[config.mk]
export PLATFORM = sky130hd
export DESIGN_NAME = rsz_queue
export DESIGN_NICKNAME = d
export VERILOG_FILES = /design/src/sv/rsz_pkg.sv /design/src/sv/rsz_queue.sv
export SDC_FILE = /design/constraint.sdc
export NUM_CORES = 1
export LEC_CHECK = 0
export ABC_AREA = 1
export ABC_CLOCK_PERIOD_IN_PS = 14910
export BUFFER_PORTS_ARGS = -buffer_cell sky130_fd_sc_hd__buf_4
export CORE_ASPECT_RATIO = 0.75
export CORE_MARGIN = 1
export CORE_UTILIZATION = 35
export DETAILED_ROUTE_END_ITERATION = 12
export PLACE_DENSITY = 0.59
export SETUP_SLACK_MARGIN = 0.4
export SLEW_MARGIN = 25
export SYNTH_ARGS = -nofsm -noshare
export SYNTH_HDL_FRONTEND = slang
export SYNTH_SLANG_ARGS = --single-unit
[constraint.sdc]
create_clock -name clk -period 14.91 [get_ports clk]
set_input_delay 2.2365 -clock clk [delete_from_list [all_inputs] [get_ports clk]]
set_output_delay 2.2365 -clock clk [all_outputs]
set_load 0.01 [all_outputs]
[src/sv/rsz_pkg.sv]
// Shared types and constants for the image resampler.
// No dependencies; compiled first.
package rsz_pkg;

	localparam int FRAC_W  = 16;
	localparam int NUM_W   = 38;
	localparam int COORD_W = 12;
	localparam logic [NUM_W-1:0] HALF_Q = NUM_W'(32768);

	typedef enum logic [2:0] {
		CFG_SRC_W  = 3'd0,
		CFG_SRC_H  = 3'd1,
		CFG_TGT_W  = 3'd2,
		CFG_TGT_H  = 3'd3,
		CFG_CHAN   = 3'd4,
		CFG_MODE   = 3'd5
	} cfg_idx_t;

	typedef enum logic {
		FN_LOAD    = 1'b0,
		FN_REQUEST = 1'b1
	} func_t;

	typedef enum logic {
		MODE_NEAREST  = 1'b0,
		MODE_BILINEAR = 1'b1
	} mode_t;

	typedef enum logic [1:0] {
		F_IDLE,
		F_MUL,
		F_DIV,
		F_FIN
	} front_state_t;

	typedef enum logic [1:0] {
		B_IDLE,
		B_READ,
		B_MUL,
		B_ACC
	} back_state_t;

	typedef struct packed {
		logic [8:0]  src_w;
		logic [8:0]  src_h;
		logic [12:0] tgt_w;
		logic [12:0] tgt_h;
		logic [2:0]  chan_cnt;
		logic        mode;
	} cfg_t;

	typedef struct packed {
		logic               is_load;
		logic [COORD_W-1:0] xa;
		logic [COORD_W-1:0] xb;
		logic [COORD_W-1:0] ya;
		logic [COORD_W-1:0] yb;
		logic [1:0]         ch;
		logic [FRAC_W-1:0]  fx;
		logic [FRAC_W-1:0]  fy;
		logic [7:0]         data;
	} entry_t;

	function automatic logic [COORD_W-1:0] clamp_coord(input logic [21:0] v,
		input logic [8:0] lim);
		logic [21:0] l;
		l = {13'd0, lim};
		clamp_coord = (v > l) ? COORD_W'(lim) : COORD_W'(v);
	endfunction

endpackage

[src/sv/rsz_queue.sv]
// Two-entry queue between front and back.
// Depends on rsz_pkg.
module rsz_queue import rsz_pkg::*; (
	input  logic   clk,
	input  logic   arst_n,
	input  logic   push,
	input  entry_t push_data,
	output logic   push_ready,
	input  logic   pop,
	output entry_t pop_data,
	output logic   pop_valid
);
	entry_t     slot_q [2];
	logic       wr_q;
	logic       rd_q;
	logic [1:0] cnt_q;

	assign push_ready = (cnt_q != 2'd2);
	assign pop_valid  = (cnt_q != 2'd0);
	assign pop_data   = slot_q[rd_q];

	always_ff @(posedge clk or negedge arst_n) begin
		if (!arst_n) begin
			wr_q  <= 1'b0;
			rd_q  <= 1'b0;
			cnt_q <= 2'd0;
		end else begin
			if (push) wr_q <= ~wr_q;
			if (pop) rd_q <= ~rd_q;
			cnt_q <= cnt_q + 2'(push) - 2'(pop);
		end
	end

	always_ff @(posedge clk) begin
		if (push) slot_q[wr_q] <= push_data;
	end

`ifndef SYNTH
	ap_no_overflow: assert property (@(posedge clk) disable iff (!arst_n)
		push |-> (cnt_q != 2'd2)) else $error("queue overflow");
	ap_no_underflow: assert property (@(posedge clk) disable iff (!arst_n)
		pop |-> (cnt_q != 2'd0)) else $error("queue underflow");
	ap_count: assert property (@(posedge clk) disable iff (!arst_n)
		(push && !pop) |=> (cnt_q == $past(cnt_q) + 2'd1)) else $error("queue count");
`endif
endmodule

==> After elaboration in Yosys (flattened, before gate mapping) <==
Memory sizes are Yosys's and may differ from the RTL's.
Cells that the tools add are included.
{ "totals": {"reg_bits": 4, "latchBits": 0, "ramBits": 182, "romBits": 0, "inputBits": 95, "mem_count": 1} }
{ "classes": {"add_sub_neg": 2, "multipliers": 0, "n_div": 0, "order_cmp": 0, "n_eq_ne": 1, "n_shift": 0, "mux": 2, "bitwise_logic": 2, "n_reduce_logical": 1} }
{ "memory_table": {"columns": ["name", "words", "width", "read_ports", "rd_ports_with_merged_regs", "wr", "line", "source"], "rows": [
  ["slot_q", 2, 91, 1, 0, 1, "rsz_queue.sv:13", "entry_t slot_q [2];"]
]} }
{ "ops": {"columns": ["op", "count"], "rows": [
  ["$add 2x1->2", 1],
  ["$mux 1", 2],
  ["$ne 2x2->1 const B", 1],
  ["$not 1->1", 2],
  ["$reduce_bool 2->1", 1],
  ["$sub 2x1->2", 1]
]} }

==> Longest topological paths before layout <==
Gate-level depths: netlist of the first run.
{ "logic_depth": {"ltp_word": 2, "depth_mapped": 7, "mapped_depth_nobuf": 7} }

==> Least setup slack after synthesis of the first run <==
No wires, ideal clock.
{ "synth_timing": {"path_type": "input to register", "from": "input port push", "to": "memory slot_q[0][0] in the netlist's numbering (enable)", "setup_time_ns": 0.544, "arrival_time_ns": 6.087, "t_required_ns": 14.366, "path_slack_ns": 8.279, "stages": 2, "path_cell_list": "inv_1 nor2_1"} }
{ "synth_between": {"elab_chain_cells": 2} }
{ "synth_rtl": {"columns": ["element", "line", "source"], "rows": [
  ["start, declared", "rsz_queue.sv:6", "input logic push,"],
  ["$mux 1", "rsz_queue.sv:35", "if (push) slot_q[wr_q] <= push_data;"],
  ["$mux 1 (implied by the code)", "rsz_queue.sv:35", null],
  ["end, declared", "rsz_queue.sv:13", null]
]} }
No other way between the ends.

==> run metrics, run 1 <==
Syn Std Cell Area 7290 sq um; Die Y-Extent 127 microns; Max-Cap Viols 0; vias in the first global route 4162; Worst R2R End slot_q[1][43]; CP Capture Type output pin; DP Worst Slack 9970 ps; endpoints failing setup 0; H-tree levels 4; global placement routability congestion 0.730; Synth Instances 500; Int Pwr 1.21 mW; Slew headroom 0.341; combinational power share 0.330; Tmin final 5310 ps; initial antenna violation count 0; setup TNS 0 ps; Max Buffers Root-to-Sink 2; Yosys top cell area share 0.750; ranking of synthesized cells by area edfxtp_1, o21ai_2, nand2_1; Core ar. 20300 sq um; post-synth cell types 15; layout cells sized above 1 0.392; Setup Fix Bufs, Post-CTS 0; Seq pwr share 0.414; drt pass-1 iters 6; later-pin clock latency in the skew report 420 ps; num rows 45; clk root buf clkbuf_16; CTS tree done; CP max FO 72; antenna fix cells 0; P_sw 0.561 mW; power consumption 1.77 mW; syn_nets 597; Worst Setup SP rd_q; clk_skew 8.25 ps; Die ar. 21400 sq um; hold crit path type reg2reg; GRT Util Overall 0.132; fin. max-slew vios 0; WP data required 12670 ps; vias per std cell 4.22; first-pass GRT wire length 21300 microns; Worst EP arrival 3080 ps; CTS Sinks 186; Yosys reg bits 186; remaining antenna violation count 0; hpwl dp 9190 microns; WS Path Type reg2out; gr ovfl total 0; leakage 3.93 nW; hold_buf cts 0; worst reg-to-reg setup slack 12860 ps; Starting DRT DRC Count 171; I/O pins 188; power share of the clock group 0.255; routed wire length 13700 microns; DRC violations left 0; Max Fclk 0.188 GHz; clock-pin slew on the worst setup and hold paths 60 ps; Mapped Avg Cell Area 14.6 sq um; measured slew at the worst slew-check pin 988 ps; Worst R2R Start wr_q; RSZ-0062 raised after global routing false; critical path startpoint category flip-flop; quantity of gates resized following cts 0; largest net degree at the start of global routing 73; port bufs 187; area leader, netlist edfxtp_1; crit path capture pop_data[58]; PwrDens 188 nW/um^2; initial core utilization 0.358; total CTS buffers 17; Peak supply drop 0.101 mV; switching part of the total power 0.317; routed vias 4163; crit share post-route 0.356; routed length per instance 13.8 microns; Worst R2R Path Depth 3; Final Hold Viols 0; outcome completed; sequential area share after synthesis 0.764; PnR worst setup slack 9600 ps; Layout area overhead 29.2%; Synth Warn # 0; layout net count 788; die width 169 microns
==> cell usage after synthesis <==
library cell	number
edfxtp_1	182
nand2_1	99
inv_1	98
o21ai_2	52
o21ai_0	39
buf_6	8
buf_8	6
buf_12	4
dfrtp_1	4
ha_1	2
xor2_1	2
clkbuf_2	1
clkbuf_8	1
nand3_1	1
nor2_1	1
==> through the flow <==
step | hold slack (ps) | std cells | util | instance area, sq um
after floorplan | 463 | 500 | - | 7290
final | 541 | 986 | 0.463 | 9410
after CTS | 548 | 986 | 0.463 | 9410
after detailed placement | 539 | 954 | 0.434 | 8810
after global placement | 532 | 954 | 0.434 | 8810
after global routing | 568 | 986 | 0.463 | 9410
==> how the worst min path moves through the flow <==
| stage | startpoint | endpoint | depth (start not counted) |
|---|---|---|---|
| after floorplan | wr_q | wr_q | 1 |
| after global placement | wr_q | wr_q | 1 |
| after detailed placement | wr_q | wr_q | 1 |
| after CTS | wr_q | wr_q | 1 |
| after global routing | wr_q | wr_q | 1 |
| final | wr_q | wr_q | 1 |
==> layout by cell type (no fill, tap or decap), drive strengths merged <==
master / count
nor2: 1
clkbuf: 19
o21ai: 91
ha: 2
dfrtp: 4
buf: 192
clkinvlp: 2
edfxtp: 182
bufinv: 3
nand2: 99
nand3: 1
inv: 102
clkinv: 4
xor2: 2
==> cell families after synthesis <==
logic type               count (synthesis)  share of synthesized area
flip-flops                             186                      0.764
buffers and inverters                  118                     0.0888
AND/OR/NAND/NOR                        101                     0.0522
AO/OA/AOI/OAI                           91                     0.0893
XOR/XNOR                                 2                    0.00240
adder cells (fa/ha/maj)                  2                    0.00343
==> worst max-delay path, cell delays in order (launching register included) <==
cell,delay [ps]
dfrtp_4,670
buf_4,700
buf_4,750
o21ai_0,260
buf_4,200
==> power by group through the flow <==
stage          sequential (mW)  clock [mW]  combinational, mW
6_report                 0.733       0.451              0.585
5_1_grt                  0.745       0.481              0.646
4_1_cts                  0.734       0.464              0.598
3_5_place_dp             0.745           0              0.595
3_3_place_gp             0.741           0              0.586
2_1_floorplan            0.734           0              0.390
==> final cells by class <==
cell class                 count  area (sq um)
tap                          282           353
clock inverter                13           163
fill                        1808         10900
inverter                      98           370
clock buffer                  19           433
multi-input combinational    196          1080
sequential                   186          5570
timing repair buffer         192          1440
==> layer usage <==
metal	global-route usage	wire [microns]
met1	0.165	6110
met2	0.210	6310
met3	0.0521	1060
met4	0.0433	166
met5	0	0
==> flip-flops by register name, indices dropped and copies added (netlist names) <==
register	cells
slot_q	182
cnt_q	2
rd_q	1
wr_q	1
(Power assumes the default switching activity.)
==> run 2: changes to the inputs <==
- ABC_CLOCK_PERIOD_IN_PS: 14910 -> 5400
- clock period: 14.91 -> 5.4 ns (I/O delays scaled with it)
==> run metrics, run 2 (same netlist as run 1, synthesis figures left out) <==
commonest cells after routing, fill and taps aside buf_4, edfxtp_1, nand2_1; Die ar. 21400 sq um (unchanged); die width 169 microns (unchanged); measured slew at the worst slew-check pin 866 ps (-122 ps); critical path startpoint category flip-flop; routed vias 4190 (+0.65%); met1 WL 6130 microns (+0.20%); P_sw 1.59 mW (+180%); WL met3 1100 microns (+3.3%); fin. max-slew vios 0 (unchanged); largest net degree at the start of global routing 82 (+12%); Max Buffers Root-to-Sink 2 (unchanged); Worst EP arrival 2510 ps (-570 ps); outcome completed; Setup Fix Bufs, Post-CTS 0 (unchanged); max FFs per register 182 (unchanged); Core ar. 20300 sq um (unchanged); layout cells sized above 1 0.396 (+0.00426); Placed Instances 954 (unchanged); power share of the clock group 0.251 (-0.004); Layout area overhead 29.5%; gr ovfl total 0 (unchanged); hpwl dp 9130 microns (-0.66%); largest reg by FF count slot_q; vias in the first global route 4116 (-1.1%); later-pin clock latency in the skew report 430 ps (about the same); Seq pwr share 0.426 (+0.012); GRT Util Overall 0.130 (-0.00176); vias per std cell 4.25 (+0.65%); Starting DRT DRC Count 138 (-19%); routed length per instance 13.7 microns (-0.88%); H-tree levels 4 (unchanged); Worst R2R Path Depth 3 (unchanged); Tmin final 3320 ps; total CTS buffers 17 (unchanged); fin cells 986 (unchanged); Peak supply drop 0.225 mV (+120%); # fillers 1821 (+0.72%); clk root buf clkbuf_16; endpoints failing setup 0 (unchanged); CP max FO 81 (+13%); RSZ-0062 raised after global routing false; remaining antenna violation count 0 (unchanged); DRC violations left 0 (unchanged); clk_skew 9.93 ps (+1.68 ps); WS Path Type reg2out; initial antenna violation count 0 (unchanged); Max Fclk 0.302 GHz; port bufs 187 (unchanged); Die Y-Extent 127 microns (unchanged); layout net count 788 (unchanged); hold_buf cts 0 (unchanged); switching part of the total power 0.326 (+0.00894); PwrDens 516 nW/um^2 (+170%); global placement routability congestion 0.730 (about the same); quantity of gates resized following cts 0 (unchanged); Int Pwr 3.28 mW (+170%); Slew headroom 0.423 (+0.0816); combinational power share 0.322 (-0.008); setup TNS 0 ps (unchanged); routed wire length 13500 microns (-0.88%); largest registers slot_q: 182 flops, cnt_q: 2 flops; I/O pins 188 (unchanged); CTS Sinks 186 (unchanged); CP Capture Type output pin; hold crit path type in2async; WP data required 4590 ps (-8080 ps); Top Metal Used met4; commonest non-fill, non-tap cell in the layout buf_4; crit share post-route 0.614; leakage 3.94 nW (+0.19%); metal2 WL 6160 microns (-2.4%); CTS tree done; clock-pin slew on the worst setup and hold paths 70 ps (about the same); Final Hold Viols 0 (unchanged); initial core utilization 0.358 (unchanged); first-pass GRT wire length 20900 microns (-2.3%); antenna fix cells 0 (unchanged); drt pass-1 iters 4 (-2); Max-Cap Viols 0 (unchanged); num rows 45 (unchanged)
## run 2: path summary, 6_finish.rpt
path | endpoint | start | slack, ps
hold / removal | wr_q | arst_n | 160
max in group asynchronous | rd_q | arst_n | 5120
setup reg to reg | slot_q[1][45] | wr_q | 3330
setup / recovery | pop_data[55] | rd_q | 2080
hold reg to reg | wr_q | wr_q | 550
min in group clk | wr_q | wr_q | 550
## run 2: layout make-up
class	count	area (sq um)	share of cell area
Multi-Input combinational cell	196	1080	0.115
Clock inverter	14	153	0.0162
Tap cell	282	353	0.0374
Clock buffer	18	439	0.0466
Sequential cell	186	5570	0.590
Inverter	98	370	0.0393
Timing Repair Buffer	192	1470	0.155
## run 2: per-layer routing
| metal | vias to the layer above | global-route usage |
|---|---|---|
| met4 | 0 | 0.0417 |
| met3 | 13 | 0.0596 |
| li1 | 2084 | - |
| met1 | 1959 | 0.168 |
| met2 | 134 | 0.196 |
| met5 | - | 0 |
## run 2: stage by stage
stage                     power, mW  utilization  worst slack, ps  hold WS, ps  area (sq um)
final                          4.86        0.464             2080          163          9430
after global routing           5.15        0.464             1830          134          9430
after CTS                      4.95        0.464             2020          139          9430
after detailed placement       3.71        0.435             2490          544          8840
after global placement         3.67        0.434             2520          529          8820
after floorplan                3.10            -             1780          481          7290
## run 2: power by group through the flow
stage          clock (mW)  sequential, mW  combinational [mW]
3_3_place_gp            0            2.10                1.57
4_1_cts              1.26            2.08                1.61
5_1_grt              1.31            2.11                1.72
6_report             1.22            2.07                1.57
3_5_place_dp            0            2.11                1.60
2_1_floorplan           0            2.02                1.08
## run 2: critical path, stage by stage, from the launching register on
cell,delay (ps)
dfrtp_4,980
buf_4,620
o21ai_0,230
buf_4,190
==> run 3: changes to the inputs <==
- ABC_CLOCK_PERIOD_IN_PS: 5400 -> 3100
- clock period: 5.4 -> 3.1 ns (I/O delays scaled with it)
==> run metrics, run 3 (same netlist as run 1, synthesis figures left out) <==
outcome completed; DRC violations left 0 (unchanged); max FFs per register 182 (unchanged); largest net degree at the start of global routing 79 (-3.7%); endpoints failing setup 0 (unchanged); Max Fclk 0.422 GHz; routed vias 4225 (+0.84%); initial antenna violation count 0 (unchanged); Slowest Stage Delay on Critical Path 660 ps (-320 ps); port bufs 187 (unchanged); die width 169 microns (unchanged); critical path startpoint category flip-flop; clock-pin slew on the worst setup and hold paths 70 ps (about the same); drt pass-1 iters 6 (+2); Layout area overhead 30.1%; routed wire length 13600 microns (+0.38%); switching part of the total power 0.314 (-0.0125); power share of the clock group 0.263 (+0.012); Max Buffers Root-to-Sink 2 (unchanged); H-tree levels 4 (unchanged); RSZ-0062 raised after global routing false; initial core utilization 0.358 (unchanged); PwrDens 911 nW/um^2 (+77%); later-pin clock latency in the skew report 430 ps (about the same); CTS Sinks 186 (unchanged); crit share post-route 0.764; clk_skew 6.22 ps (-3.71 ps); Worst EP arrival 1900 ps (-610 ps); leakage 3.95 nW (+0.27%); clk root buf clkbuf_16; WP buf/inv 2 (unchanged); CP Capture Type output pin; hold crit path type in2reg; global placement routability congestion 0.731 (about the same); measured slew at the worst slew-check pin 767 ps (-99.3 ps); largest registers slot_q: 182 flops, cnt_q: 2 flops; first-pass GRT wire length 21000 microns (+0.83%); largest reg by FF count slot_q; Peak supply drop 0.560 mV (+150%); Die ar. 21400 sq um (unchanged); Die Y-Extent 127 microns (unchanged); # fillers 1819 (-0.11%); quantity of gates resized following cts 0 (unchanged); I/O pins 188 (unchanged); CP max stage cell dfrtp_4; CTS tree done; WS Path Type reg2out; fin. max-slew vios 0 (unchanged); Seq pwr share 0.408 (-0.018); delay-heaviest family, CP flip-flops; DP Worst Slack 1190 ps (-1310 ps); layout cells sized above 1 0.391 (-0.00537); commonest cells after routing, fill and taps aside buf_4, edfxtp_1, nand2_1; hpwl dp 9160 microns (+0.30%); routed length per instance 13.8 microns (+0.17%); CP max FO 78 (-3.7%); PnR worst setup slack 732 ps (-1350 ps); Tmin final 2370 ps; antenna fix cells 0 (unchanged); Int Pwr 5.93 mW (+81%); P_sw 2.71 mW (+71%); Cell Chain, Critical Path buf_12 > o21ai_0 > buf_4; Final Hold Viols 0 (unchanged); vias per std cell 4.28 (+0.63%); num rows 45 (unchanged); remaining antenna violation count 0 (unchanged); Core ar. 20300 sq um (unchanged); Max-Cap Viols 0 (unchanged); gr ovfl total 0 (unchanged); total CTS buffers 17 (unchanged); combinational power share 0.329 (+0.007); GRT Util Overall 0.131 (+0.000303); Slew headroom 0.489 (+0.0662); vias in the first global route 4058 (-1.4%); Starting DRT DRC Count 237 (+72%); setup TNS 0 ps (unchanged); layout net count 790 (+0.25%); WP data required 2630 ps (-1960 ps); commonest non-fill, non-tap cell in the layout buf_4
==> run 3: cell count changes in the layout (fill, tap and decap cells not counted), moves of 2 or more <==
cell	previous run	this run
bufinv_16	1	4
clkbuf_1	0	2
clkinv_1	0	2
clkinv_4	2	0
clkinvlp_4	2	4
inv_8	3	1
==> run 3: worst register-to-register path: stages (launching register included) <==
cell and delay [ps]:
dfrtp_1 430, nand2_1 110, clkinvlp_4 80, buf_4 530
==> run 3: final cells by class <==
| class | count | area [sq um] | area share |
|---|---|---|---|
| Sequential cell | 186 | 5570 | 0.588 |
| Clock inverter | 13 | 188 | 0.0198 |
| Inverter | 98 | 372 | 0.0392 |
| Tap cell | 282 | 353 | 0.0372 |
| Clock buffer | 19 | 433 | 0.0457 |
| Timing Repair Buffer | 194 | 1480 | 0.157 |
| Multi-Input combinational cell | 196 | 1080 | 0.114 |
==> run 3: routing by layer <==
| layer | part of all wire | track usage | vias to the layer above | wire (microns) |
|---|---|---|---|---|
| met4 | 0.011 | 0.0401 | 0 | 150 |
| li1 | - | - | 2087 | - |
| met2 | 0.45 | 0.199 | 147 | 6050 |
| met3 | 0.074 | 0.0449 | 15 | 999 |
| met5 | 0 | 0 | - | 0 |
| met1 | 0.47 | 0.176 | 1976 | 6380 |
==> run 3: power by group through the flow <==
stage	registers, mW	logic (mW)	clock network, mW
2_1_floorplan	3.50	1.88	0
3_3_place_gp	3.56	2.86	0
3_5_place_dp	3.58	2.89	0
4_1_cts	3.53	2.90	2.34
5_1_grt	3.57	3.13	2.44
6_report	3.52	2.84	2.27
==> run 3: worst paths after layout <==
kind / end / start / cells past startpoint / slack (ps)
setup / recovery: pop_data[51] / rd_q / 3 / 730
hold / removal: slot_q[0][75] / push_data[75] / 1 / 220
setup reg to reg: slot_q[1][8] / wr_q / 3 / 1520
hold reg to reg: wr_q / wr_q / 1 / 550
max in group asynchronous: rd_q / arst_n / 2 / 2610
min in group asynchronous: rd_q / arst_n / 2 / 370
==> run 3: repair_timing <==
action	CTS	global route
buffers inserted	0	0
hold buffers	1	0
hold endpoints to repair	4	0
==> run 3: stage by stage <==
| stage | power [mW] | instance area [sq um] | hold WS (ps) | cells | util |
|---|---|---|---|---|---|
| finish | 8.64 | 9480 | 220 | 988 | 0.466 |
| global route | 9.14 | 9480 | 193 | 988 | 0.466 |
| CTS | 8.78 | 9480 | 199 | 988 | 0.466 |
| detailed placement | 6.47 | 8850 | 271 | 955 | 0.435 |
| global placement | 6.42 | 8850 | 269 | 955 | 0.435 |
| floorplan | 5.38 | 7300 | 169 | 500 | - |
