==> src/sv/rsz_pkg.sv <==
// Shared types and constants for the image resampler.
// No dependencies; compiled first.
package rsz_pkg;

	localparam int FRAC_W  = 16;
	localparam int NUM_W   = 38;
	localparam int COORD_W = 12;
	localparam logic [NUM_W-1:0] HALF_Q = NUM_W'(32768);

	typedef enum logic [2:0] {
		CFG_SRC_W  = 3'd0,
		CFG_SRC_H  = 3'd1,
		CFG_TGT_W  = 3'd2,
		CFG_TGT_H  = 3'd3,
		CFG_CHAN   = 3'd4,
		CFG_MODE   = 3'd5
	} cfg_idx_t;

	typedef enum logic {
		FN_LOAD    = 1'b0,
		FN_REQUEST = 1'b1
	} func_t;

	typedef enum logic {
		MODE_NEAREST  = 1'b0,
		MODE_BILINEAR = 1'b1
	} mode_t;

	typedef enum logic [1:0] {
		F_IDLE,
		F_MUL,
		F_DIV,
		F_FIN
	} front_state_t;

	typedef enum logic [1:0] {
		B_IDLE,
		B_READ,
		B_MUL,
		B_ACC
	} back_state_t;

	typedef struct packed {
		logic [8:0]  src_w;
		logic [8:0]  src_h;
		logic [12:0] tgt_w;
		logic [12:0] tgt_h;
		logic [2:0]  chan_cnt;
		logic        mode;
	} cfg_t;

	typedef struct packed {
		logic               is_load;
		logic [COORD_W-1:0] xa;
		logic [COORD_W-1:0] xb;
		logic [COORD_W-1:0] ya;
		logic [COORD_W-1:0] yb;
		logic [1:0]         ch;
		logic [FRAC_W-1:0]  fx;
		logic [FRAC_W-1:0]  fy;
		logic [7:0]         data;
	} entry_t;

	function automatic logic [COORD_W-1:0] clamp_coord(input logic [21:0] v,
		input logic [8:0] lim);
		logic [21:0] l;
		l = {13'd0, lim};
		clamp_coord = (v > l) ? COORD_W'(lim) : COORD_W'(v);
	endfunction

endpackage

==> src/sv/rsz_if.sv <==
// Handshake channel interfaces for the image resampler.
// Depends on nothing.
interface rsz_req_if;
	logic        valid;
	logic        ready;
	logic        func;
	logic [11:0] column;
	logic [11:0] row;
	logic [1:0]  channel;
	logic [7:0]  pixel_in;
	modport source (output valid, func, column, row, channel, pixel_in, input ready);
	modport sink   (input valid, func, column, row, channel, pixel_in, output ready);
endinterface


==> src/sv/rsz_front.sv <==
// Front: accepts items, checks loads, maps requests to source coordinates.
// Depends on rsz_pkg and rsz_if.
module rsz_front import rsz_pkg::*; #(
	parameter int MAX_WIDTH    = 256,
	parameter int MAX_HEIGHT   = 256,
	parameter int MAX_CHANNELS = 4
) (
	input  logic      clk,
	input  logic      arst_n,
	rsz_req_if.sink   req,
	input  cfg_t      cfg,
	output logic      push,
	output entry_t    push_data,
	input  logic      push_ready
);
	localparam int CNT_W = $clog2(NUM_W);

	front_state_t       state_q, state_d;
	logic [COORD_W-1:0] col_q, row_q;
	logic [1:0]         ch_q;
	logic [NUM_W-1:0]   numx_q, numy_q, qx_q, qy_q;
	logic [13:0]        remx_q, remy_q;
	logic [CNT_W-1:0]   cnt_q;

	logic [8:0]  swe, she;
	logic [12:0] twe, the;
	logic [2:0]  cce, ch3;
	logic [13:0] dx, dy;
	logic [14:0] rx_sh, ry_sh;
	logic        bx, by;
	logic        accept, load_ok;
	logic [21:0] prodx, prody;
	logic [NUM_W-1:0] tx, ty;
	logic [21:0] hx, hy;
	entry_t      req_ent, load_ent;

	always_comb begin
		swe = (cfg.src_w == 9'd0) ? 9'd1 :
			(13'(cfg.src_w) > 13'(MAX_WIDTH)) ? 9'(MAX_WIDTH) : cfg.src_w;
		she = (cfg.src_h == 9'd0) ? 9'd1 :
			(13'(cfg.src_h) > 13'(MAX_HEIGHT)) ? 9'(MAX_HEIGHT) : cfg.src_h;
		twe = (cfg.tgt_w == 13'd0) ? 13'd1 : cfg.tgt_w;
		the = (cfg.tgt_h == 13'd0) ? 13'd1 : cfg.tgt_h;
		cce = (cfg.chan_cnt == 3'd0) ? 3'd1 :
			(cfg.chan_cnt > 3'(MAX_CHANNELS)) ? 3'(MAX_CHANNELS) : cfg.chan_cnt;
		ch3 = {1'b0, req.channel};
		dx  = {twe, 1'b0};
		dy  = {the, 1'b0};
	end

	assign accept  = req.valid && req.ready;
	assign load_ok = (13'(req.column) < 13'(MAX_WIDTH)) && (13'(req.row) < 13'(MAX_HEIGHT))
		&& (ch3 < 3'(MAX_CHANNELS));

	assign prodx = 22'({col_q, 1'b1}) * 22'(swe);
	assign prody = 22'({row_q, 1'b1}) * 22'(she);

	assign rx_sh = {remx_q, numx_q[NUM_W-1]};
	assign ry_sh = {remy_q, numy_q[NUM_W-1]};
	assign bx    = (rx_sh >= 15'(dx));
	assign by    = (ry_sh >= 15'(dy));

	assign tx = qx_q + HALF_Q;
	assign ty = qy_q + HALF_Q;
	assign hx = tx[NUM_W-1:FRAC_W];
	assign hy = ty[NUM_W-1:FRAC_W];

	always_comb begin
		req_ent         = '0;
		req_ent.is_load = 1'b0;
		req_ent.ch      = ch_q;
		if (cfg.mode == MODE_NEAREST) begin
			req_ent.xa = clamp_coord(qx_q[NUM_W-1:FRAC_W], swe - 9'd1);
			req_ent.xb = req_ent.xa;
			req_ent.ya = clamp_coord(qy_q[NUM_W-1:FRAC_W], she - 9'd1);
			req_ent.yb = req_ent.ya;
		end else begin
			req_ent.xb = clamp_coord(hx, swe - 9'd1);
			req_ent.xa = (hx == 22'd0) ? '0 : clamp_coord(hx - 22'd1, swe - 9'd1);
			req_ent.yb = clamp_coord(hy, she - 9'd1);
			req_ent.ya = (hy == 22'd0) ? '0 : clamp_coord(hy - 22'd1, she - 9'd1);
			req_ent.fx = tx[FRAC_W-1:0];
			req_ent.fy = ty[FRAC_W-1:0];
		end
	end

	always_comb begin
		load_ent         = '0;
		load_ent.is_load = 1'b1;
		load_ent.xa      = req.column;
		load_ent.ya      = req.row;
		load_ent.ch      = req.channel;
		load_ent.data    = req.pixel_in;
	end

	always_comb begin
		state_d = state_q;
		case (state_q)
			F_IDLE: if (accept && req.func == FN_REQUEST) state_d = F_MUL;
			F_MUL:  state_d = F_DIV;
			F_DIV:  if (cnt_q == CNT_W'(NUM_W - 1)) state_d = F_FIN;
			F_FIN:  if (push_ready) state_d = F_IDLE;
			default: state_d = F_IDLE;
		endcase
	end

	always_comb begin
		req.ready = 1'b0;
		push      = 1'b0;
		push_data = load_ent;
		case (state_q)
			F_IDLE: begin
				req.ready = push_ready;
				push      = accept && (req.func == FN_LOAD) && load_ok;
			end
			F_FIN: begin
				push      = push_ready;
				push_data = req_ent;
			end
			default: begin
				push = 1'b0;
			end
		endcase
	end

	always_ff @(posedge clk or negedge arst_n) begin
		if (!arst_n) begin
			state_q <= F_IDLE;
		end else begin
			state_q <= state_d;
		end
	end

	always_ff @(posedge clk) begin
		case (state_q)
			F_IDLE: begin
				col_q <= req.column;
				row_q <= req.row;
				ch_q  <= (ch3 >= cce) ? 2'(cce - 3'd1) : req.channel;
			end
			F_MUL: begin
				numx_q <= {prodx, 16'd0};
				numy_q <= {prody, 16'd0};
				remx_q <= '0;
				remy_q <= '0;
				cnt_q  <= '0;
			end
			F_DIV: begin
				numx_q <= numx_q << 1;
				numy_q <= numy_q << 1;
				remx_q <= bx ? 14'(rx_sh - 15'(dx)) : rx_sh[13:0];
				remy_q <= by ? 14'(ry_sh - 15'(dy)) : ry_sh[13:0];
				qx_q   <= {qx_q[NUM_W-2:0], bx};
				qy_q   <= {qy_q[NUM_W-2:0], by};
				cnt_q  <= cnt_q + CNT_W'(1);
			end
			default: begin
				cnt_q <= cnt_q;
			end
		endcase
	end
endmodule

==> src/flat_wrapper.sv <==
// flat-port wrapper written by rule: the top's interface ports become plain ports
module rsz_front_flat import rsz_pkg::*;
#(
	parameter int MAX_WIDTH    = 256,
	parameter int MAX_HEIGHT   = 256,
	parameter int MAX_CHANNELS = 4
)
  (clk, arst_n, cfg, push, push_data, push_ready, req_valid, req_func, req_column, req_row, req_channel, req_pixel_in, req_ready);
  rsz_req_if req_i ();
  input  logic clk;
  input  logic arst_n;
  input  cfg_t cfg;
  output logic push;
  output entry_t push_data;
  input  logic push_ready;
  input wire logic [$bits(req_i.valid)-1:0] req_valid;
  input wire logic [$bits(req_i.func)-1:0] req_func;
  input wire logic [$bits(req_i.column)-1:0] req_column;
  input wire logic [$bits(req_i.row)-1:0] req_row;
  input wire logic [$bits(req_i.channel)-1:0] req_channel;
  input wire logic [$bits(req_i.pixel_in)-1:0] req_pixel_in;
  output wire logic [$bits(req_i.ready)-1:0] req_ready;
  assign req_i.valid = req_valid;
  assign req_i.func = req_func;
  assign req_i.column = req_column;
  assign req_i.row = req_row;
  assign req_i.channel = req_channel;
  assign req_i.pixel_in = req_pixel_in;
  assign req_ready = req_i.ready;
  rsz_front #(.MAX_WIDTH(MAX_WIDTH), .MAX_HEIGHT(MAX_HEIGHT), .MAX_CHANNELS(MAX_CHANNELS)) u_core (.clk(clk), .arst_n(arst_n), .req(req_i), .cfg(cfg), .push(push), .push_data(push_data), .push_ready(push_ready));
endmodule
==> config.mk <==
export PLATFORM = sky130hd
export DESIGN_NAME = rsz_front_flat
export DESIGN_NICKNAME = d
export VERILOG_FILES = /design/src/sv/rsz_pkg.sv /design/src/sv/rsz_if.sv /design/src/sv/rsz_front.sv /design/src/flat_wrapper.sv
export SDC_FILE = /design/constraint.sdc
export NUM_CORES = 1
export LEC_CHECK = 0
export BUFFER_PORTS_ARGS = -buffer_cell sky130_fd_sc_hd__buf_4
export CORE_MARGIN = 3
export CORE_UTILIZATION = 45
export CTS_CLUSTER_SIZE = 14
export DETAILED_ROUTE_END_ITERATION = 8
export HOLD_SLACK_MARGIN = 0.1
export PLACE_DENSITY = 0.7
export SYNTH_ARGS = -nofsm -noshare
export SYNTH_HDL_FRONTEND = slang
export SYNTH_SLANG_ARGS = --single-unit
==> constraint.sdc <==
create_clock -name clk -period 8 [get_ports clk]
set_clock_uncertainty 0.15 [all_clocks]
set_input_delay 0.8 -clock clk [delete_from_list [all_inputs] [get_ports clk]]
set_output_delay 0.8 -clock clk [all_outputs]
set_load 0.01 [all_outputs]
After elaboration in Yosys (flattened, before gate mapping)

Cells that the tools add are included.

Bits of input ports: 87
Register bits after elaboration: 214
Output and inout port bits: 93
Word-level logic and storage cells: 95

Reduce and logical (&&, ||, !) cells: 16
Multipliers: 2
Equality and inequality tests: 7
Bitwise gates (word level): 1
Add/sub/neg operators: 10
Mux-type cells: 33
Order comparisons: 15

Operators with widths:

| kind                     | number |
|---|---|
| $pmux W38 S2             | 2 |
| $gt A22 B9 Y1            | 6 |
| $mux W12                 | 8 |
| $mux W91                 | 1 |
| $add A38 B16 Y38 const B | 2 |
| $pmux W14 S2             | 2 |
| $mux W48                 | 1 |
| $logic_not A22 Y1        | 2 |
| $mul A13 B9 Y22          | 2 |
| $sub A22 B1 Y22 const B  | 2 |
| $mux W9                  | 4 |
| $mux W32                 | 1 |
| $ge A15 B14 Y1           | 2 |
| $mux W14                 | 2 |
| $sub A14 B14 Y14         | 2 |
| $logic_not A13 Y1        | 2 |
| $mux W13                 | 2 |
| $lt A12 B9 Y1 const B    | 2 |
| $gt A9 B9 Y1 const B     | 2 |
| $logic_not A9 Y1         | 2 |
| $sub A9 B1 Y9 const B    | 2 |
| $pmux W6 S2              | 1 |
| $mux W2                  | 4 |
| $pmux W2 S4              | 1 |
| other kinds (19)         | 27 |

Depth between registers and ports, before layout

Gate-level depths: netlist (run 1).

Depth after elaboration: 9
Mapped depth: 25
Depth with buffers taken out: 24

Worst setup path before layout (run 1)

OpenSTA, ideal clock, no wires.

Path type: input-to-reg
Start: input port cfg[40] (netlist name)
End: register u_core.numx_q[36], data pin
Arrival time: 5949 ps
Required time: 7714 ps
Setup slack: 1765 ps
Buffers on the path: 1
Stages on the path: 22
Setup time: 136 ps
Cell sequence: nor4_1 > a21oi_1 > nor2_1 > clkbuf_1 > nand2_1 > fa_1 > inv_1 > fa_1 > inv_1 > fa_1 > fa_1 > inv_1 > ha_1 > o21ai_0 > a21boi_0 > o21a_1 > o21ai_0 > a211oi_1 > o41ai_1 > nor2_1 > or4_1 > nand3_1

Longest elaborated chain between the ends: 5
Elaborated cells between the ends (all ways): 6
Those cells by class: mul (1); order compare (1); mux (3); reduce/logical (1)

Ends and longest elaborated chain:

| element              | line               | source |
|---|---|---|
| from (decl)          | flat_wrapper.sv:12 | `input cfg_t cfg;` |
| $gt A9 B9 Y1         | rsz_front.sv:39    | `(13'(cfg.src_w) > 13'(MAX_WIDTH)) ? 9'(MAX_WIDTH) : cfg.src_w;` |
| $mux W9              | rsz_front.sv:39    |  |
| $mux W9 *            | rsz_front.sv:38    | `swe = (cfg.src_w == 9'd0) ? 9'd1 :` |
| $mul A13 B9 Y22 *    | rsz_front.sv:55    | `assign prodx = 22'({col_q, 1'b1}) * 22'(swe);` |
| $pmux W38 S2 *       | rsz_front.sv:135   | `case (state_q)` |
| to (signal assigned) | rsz_front.sv:142   | `numx_q <= {prodx, 16'd0};` |
| to (signal assigned) | rsz_front.sv:149   | `numx_q <= numx_q << 1;` |
| to (decl)            | rsz_front.sv:21    | `logic [NUM_W-1:0] numx_q, numy_q, qx_q, qy_q;` |

Mark *: on every way between the ends. The rest lies on a longest branch, timed or not. The select of a mux whose other input is x is not followed.
A chain may end at the register's enable or synchronous reset.

==> metrics.yaml, run 1 <==
die_height_um: 218.4
clk_pin_slew_ps: 80
critical_path.max_fanout: 10
cpMostUsedCell: "a21oi_1"
finalNonFillerCells: 2944
swShare: 0.4770
slowest_stage: "nand4_1"
n_fill_cell: 4049
wl_per_cell_um: 17.60
hold_ws_ps: 299.8
vdd_drop_max_uv: 294.9
crit_chain: "buf_4 -> nor4_1 -> a21oi_1 -> nor2_1 -> inv_1 -> ha_1 -> xnor2_1 -> ha_1 -> o21ai_0 -> a21oi_1 -> o31a_1 -> o21ai_0 -> a21oi_1 -> nor4_1 -> nand4_1 -> mux2i_1 -> a221o_1 -> buf_4"
syn_inst: 2228
p_clk_frac: 0.104
cts_resized: 0
n_antenna_cell: 0
synthFlopType: "edfxtp_1"
cts_buffers: 17
antenna_left: 0
grt_pass1_vias: 16660
routed_via_density: 5.557
setup-violations-final: 0
dp_cells: 2911
fin_crit_ps: 6932
grt_first_pass_wirelength_mm: 84.67
synth_top_area_frac: 0.2663
core_area_um2: 44410
start_util: 0.4570
synth_top_area_cell: "edfxtp_1"
vias: 16360
firstDrtPassIters: 6
grt_util_all_layers: 0.2206
dp_hpwl_mm: 39.32
worstSetupPathType: "input pin to primary output"
finalHoldViolCount: 0
async_flop_share: 0.01099
max_slew.worst_pin.slew_ps: 1230
post_cts_buffers: 0
final_max_slew_viol_count: 0
status: "finished clean"
ioPinCount: 180
synthesis.area_um2: 20300
pwr-share-comb: 0.622
setup_tns_ps: 0
fin_nets: 2761
holdBufCountCts: 1
fmax_mhz: 144.3
synth_most_common_cell: "inv_1"
drc: 0
clock-root-buffer: "clkbuf_16"
totalWireLength_mm: 51.82
synth.area.top_cells: "edfxtp_1, fa_1, ha_1, inv_1, nand2_1"
yosys_warnings: 0
synth-seq-cells: 182
ys_seq_area_frac: 0.2688
row_count: 77
antenna_found_initial: 0
power.internal_mw: 4.425
powerDensity_nw_per_um2: 373.4
avgSynthCellArea_um2: 9.110
cp-start-kind: "input pin"
multi_input_area_um2: 13180
cts_tree: "yes"
crit_family: "simple AND/OR/NAND/NOR gates"
regArea_um2: 5455
p_leak_nw: 10.45
die_w_um: 218.4
holdCritPathClass: "register to register"
synthTopCellsByCount: "inv_1, nand2_1, edfxtp_1"
area_growth_syn_to_layout_pct: 11.62
slew_headroom: 0.1797
initialDrtViolationCount: 1238
arrival_ps: 5980
period_share: 0.8665
critPathBufInv: 3
grt_overflow: 0
io_buffers: 173
p_switching_mw: 4.035
crit_path_end_kind: "primary output"
maxCapViolCount: 0
p_seq_frac: 0.275
gp_congestion: 0.9501
die_area_um2: 47690
clock_latency_ps: 490
slowest_delay_ps: 630
grt_setup_unrepaired: "no"
h-tree-depth: 4
synth_edf_count: 180
fin_total_pwr_mw: 8.460
required_ps: 7050
cts_buffer_depth: 2
cts_sinks: 182
grt_max_degree: 76
yosys.cell_types.count: 87
drive_gt1_frac: 0.1182
[cell type report]
cell class,count,share of cell area
Tap cell,592,0.03269
Inverter,319,0.05285
Clock buffer,17,0.01878
Multi-Input combinational cell,1621,0.5818
Sequential cell,182,0.2408
Timing Repair Buffer,198,0.06572
Clock inverter,15,0.007400
[logic make-up (layout without fill, tap and decap cells)]
logic type | count (synthesis) | in the layout | share of synthesized area
AOI/OAI and AO/OA | 348 | 348 | 0.1111
xor gates and xnor gates | 96 | 96 | 0.04142
adders and majority gates | 335 | 335 | 0.2649
buffers and inverters | 430 | 549 | 0.08415
DFF | 182 | 182 | 0.2688
muxes | 55 | 55 | 0.02922
other | 1 | 6 | 0.0001848
and+or+nand+nor | 781 | 781 | 0.2002
[power groups by stage]
stage	Combinational, mW	Sequential, mW	Clock [mW]
2_1_floorplan	4.12	2.08	0
3_3_place_gp	5.12	2.31	0
3_5_place_dp	5.25	2.33	0
4_1_cts	5.29	2.32	0.901
5_1_grt	6.02	2.40	0.931
6_report	5.26	2.32	0.878
[metal layers]
layer / GRT usage / wire (um)
met1: 0.2843 / 22490
met2: 0.3754 / 25140
met3: 0.03601 / 2775
met4: 0.07915 / 1413
met5: 0 / 0
[final timing paths]
path | start | to | slack, ps | depth (start not counted)
hold / removal | u_core.qx_q[13]$_DFFE_PP_ | u_core.qx_q[14]$_DFFE_PP_ | 300 | 0
max in group asynchronous | arst_n | u_core.state_q[0]$_DFFE_PN0P_ | 7110 | 2
setup reg to reg | u_core.row_q[2]$_DFFE_PP_ | u_core.numy_q[37]$_DFFE_PP_ | 2250 | 19
min in group asynchronous | arst_n | u_core.state_q[1]$_DFFE_PN0P_ | 500 | 2
hold reg to reg | u_core.qx_q[13]$_DFFE_PP_ | u_core.qx_q[14]$_DFFE_PP_ | 300 | 0
setup / recovery | cfg[40] | push_data[79] | 1070 | 18
[worst register-to-register path, stage by stage, from the launching register on]
cell       delay [ps]
edfxtp_1          580
nand2_1           140
fa_1              540
inv_1              50
fa_1              450
ha_1              290
inv_1              50
fa_1              590
inv_1              60
ha_1              270
a21o_1            120
a21oi_1            90
o21a_1            190
o21ai_0           350
a41oi_1           260
a211oi_1          430
o21ai_0           170
a21boi_0          360
o2111ai_1         140
nor3b_1           200
[cells in the final DEF, fill, tap and decap left out, types with 26 or more instances in the layout]
cell type	count
nand2_1	227
and2_1	117
fa_1	158
o21ai_0	114
a21oi_1	66
mux2i_1	36
edfxtp_1	180
nor2_1	106
nand4_1	44
nor2b_1	49
a21o_1	26
buf_4	197
nand3_1	51
inv_1	318
xnor2_1	66
and3_1	52
ha_1	174
nor3_1	47
xor2_1	30
[registers in the layout, indices dropped and copies added, names as in the netlist]
| name | cells |
|---|---|
| u_core.cnt_q | 6 |
| u_core.state_q | 2 |
| u_core.qx_q | 38 |
| u_core.qy_q | 38 |
| u_core.numy_q | 22 |
| u_core.remy_q | 14 |
| u_core.numx_q | 22 |
| u_core.remx_q | 14 |
| u_core.col_q | 12 |
| u_core.row_q | 12 |
| u_core.ch_q | 2 |
[stage by stage]
stage / instance area, um^2 / worst slack, ps / util
2_1_floorplan: 20320 / 1765 / -
3_3_place_gp: 22050 / 1259 / 0.4965
3_5_place_dp: 22050 / 1109 / 0.4965
4_1_cts: 22660 / 1094 / 0.5101
5_1_grt: 22660 / 777.0 / 0.5101
6_report: 22660 / 1068 / 0.5101
Power figures use the tool's default switching activity.
==> run 2, diff against run 1 <==
==> constraint.sdc (replaced) <==
create_clock -name clk -period 7.35 [get_ports clk]
set_clock_uncertainty 0.15 [all_clocks]
set_input_delay 0.735 -clock clk [delete_from_list [all_inputs] [get_ports clk]]
set_output_delay 0.735 -clock clk [all_outputs]
set_load 0.01 [all_outputs]
==> run 2 against run 1 <==
  * Hold slack got worse by 16 ps
  * Register-to-register slack got worse by 540 ps
  * Clock power increased by 8.3%
  * Power grew 8.6%
==> metrics.yaml, run 2 (synthesized netlist as in run 1, its figures left out) <==
maxCapViolCount: 0
largestRegisters: "u_core.qx_q x38, u_core.qy_q x38"
multi_input_area_um2: 13180
ioPinCount: 180
grt_setup_unrepaired: "no"
n_fill_cell: 4047
dp_slack_ps: 609.6
row_count: 77
die_w_um: 218.4
area_growth_syn_to_layout_pct: 12.03
clk_pin_slew_ps: 80
cts_resized: 0
io_buffers: 173
setup_tns_ps: 0
antenna_found_initial: 0
dp_cells: 2916
grt_first_pass_wirelength_mm: 83.66
cts_buffer_depth: 2
arrival_ps: 5640
final_max_slew_viol_count: 0
period_share: 0.8883
grt_max_degree: 192
cts_tree: "yes"
power.internal_mw: 4.834
clock_latency_ps: 480
cpMostUsedCell: "buf_4"
status: "finished clean"
clock-root-buffer: "clkbuf_16"
vdd_drop_max_uv: 341.9
max_slew.worst_pin.slew_ps: 1224
finalHoldViolCount: 0
gp_congestion: 0.9443
p_seq_frac: 0.274
die_area_um2: 47690
post_cts_buffers: 0
grt_pass1_vias: 16390
cp-start-kind: "input pin"
start_util: 0.4570
die_height_um: 218.4
slowest_delay_ps: 700
finalNonFillerCells: 2949
grt_overflow: 0
dp_hpwl_mm: 39.45
vias: 16200
initialDrtViolationCount: 1154
worstSetupPathType: "input pin to primary output"
fin_ws_ps: 820.8
firstDrtPassIters: 5
drc: 0
p_switching_mw: 4.352
h-tree-depth: 4
swShare: 0.4738
fmax_mhz: 153.2
setup-violations-final: 0
crit_path_end_kind: "primary output"
grt_util_all_layers: 0.2181
wl_per_cell_um: 17.32
critical_path.max_fanout: 10
final_common_cell: "inv_1"
fin_crit_ps: 6529
slowest_stage: "nor4b_1"
fin_nets: 2766
p_leak_nw: 10.48
antenna_left: 0
cts_sinks: 182
regArea_um2: 5455
pwr-share-comb: 0.622
totalWireLength_mm: 51.07
p_clk_frac: 0.104
powerDensity_nw_per_um2: 404.0
core_area_um2: 44410
holdBufCountCts: 1
required_ps: 6460
holdCritPathClass: "input pin to register"
crit_chain: "buf_4 -> nor4_1 -> a21oi_1 -> nor2_1 -> buf_4 -> inv_1 -> ha_1 -> inv_1 -> or3_1 -> xor2_1 -> ha_1 -> nand4_1 -> nor2_1 -> nand4_1 -> nand2_1 -> a21oi_1 -> buf_4 -> nor3_1 -> nor4b_1 -> a221o_1 -> buf_4"
most-common-layout-cells: "inv_1, nand2_1, buf_4"
slew_headroom: 0.1734
drive_gt1_frac: 0.1205
cts_buffers: 17
routed_via_density: 5.494
n_antenna_cell: 0
[run 2: cell count changes in the layout (fill, tap and decap cells not counted), sizes merged]
cell,delta
clkinv,+5
clkinvlp,+1
inv,-6
buf,+5
[run 2: area by class of cell]
type | count | share of cell area
timing repair buffer | 203 | 0.06768
sequential | 182 | 0.2399
clock buffer | 17 | 0.01871
multi-input combinational | 1621 | 0.5796
inverter | 319 | 0.05266
clock inverter | 15 | 0.008859
tap | 592 | 0.03257
[run 2: power by group through the flow]
| stage | Combinational, mW | Sequential (mW) | Clock (mW) |
|---|---|---|---|
| 2_1_floorplan | 4.48 | 2.26 | 0 |
| 3_3_place_gp | 5.60 | 2.52 | 0 |
| 3_5_place_dp | 5.74 | 2.52 | 0 |
| 4_1_cts | 5.78 | 2.51 | 0.979 |
| 5_1_grt | 6.57 | 2.59 | 1.02 |
| 6_report | 5.71 | 2.52 | 0.951 |
[run 2: stage by stage]
stage	hold WS (ps)	util	instance area, um^2	total power, mW
6_report	283.4	0.5120	22740	9.186
5_1_grt	261.1	0.5120	22740	10.19
4_1_cts	254.3	0.5120	22740	9.272
3_5_place_dp	278.6	0.4976	22100	8.265
3_3_place_gp	274.8	0.4976	22100	8.121
2_1_floorplan	268.8	-	20320	6.747
[run 2: critical path: cells and delay by family]
kind / cells / cell delay (ps)
adders and majority gates: 2 / 620
xor gates and xnor gates: 1 / 480
buffers and inverters: 6 / 1020
and+or+nand+nor: 9 / 1960
AOI/OAI and AO/OA: 3 / 820
[run 2: routing by layer]
layer | vias up | part of all wire | track usage
li1 | 7807 | - | -
met4 | 0 | 0.026 | 0.07349
met1 | 7883 | 0.43 | 0.2830
met2 | 431 | 0.49 | 0.3659
met5 | - | 0 | 0
met3 | 82 | 0.054 | 0.04241
[run 2: final timing paths]
check                                     startpoint                             to  slack (ps)  cells after the start
min in group asynchronous                     arst_n  u_core.state_q[0]$_DFFE_PN0P_         420                      2
max                                          cfg[40]                  push_data[83]         820                     21
max in group asynchronous                     arst_n  u_core.state_q[1]$_DFFE_PN0P_        6540                      2
min                                    req_column[5]      u_core.col_q[5]$_DFFE_PP_         280                      1
min reg2reg                 u_core.qy_q[2]$_DFFE_PP_       u_core.qy_q[3]$_DFFE_PP_         300                      0
max reg2reg                u_core.row_q[5]$_DFFE_PP_    u_core.numy_q[37]$_DFFE_PP_        1710                     18
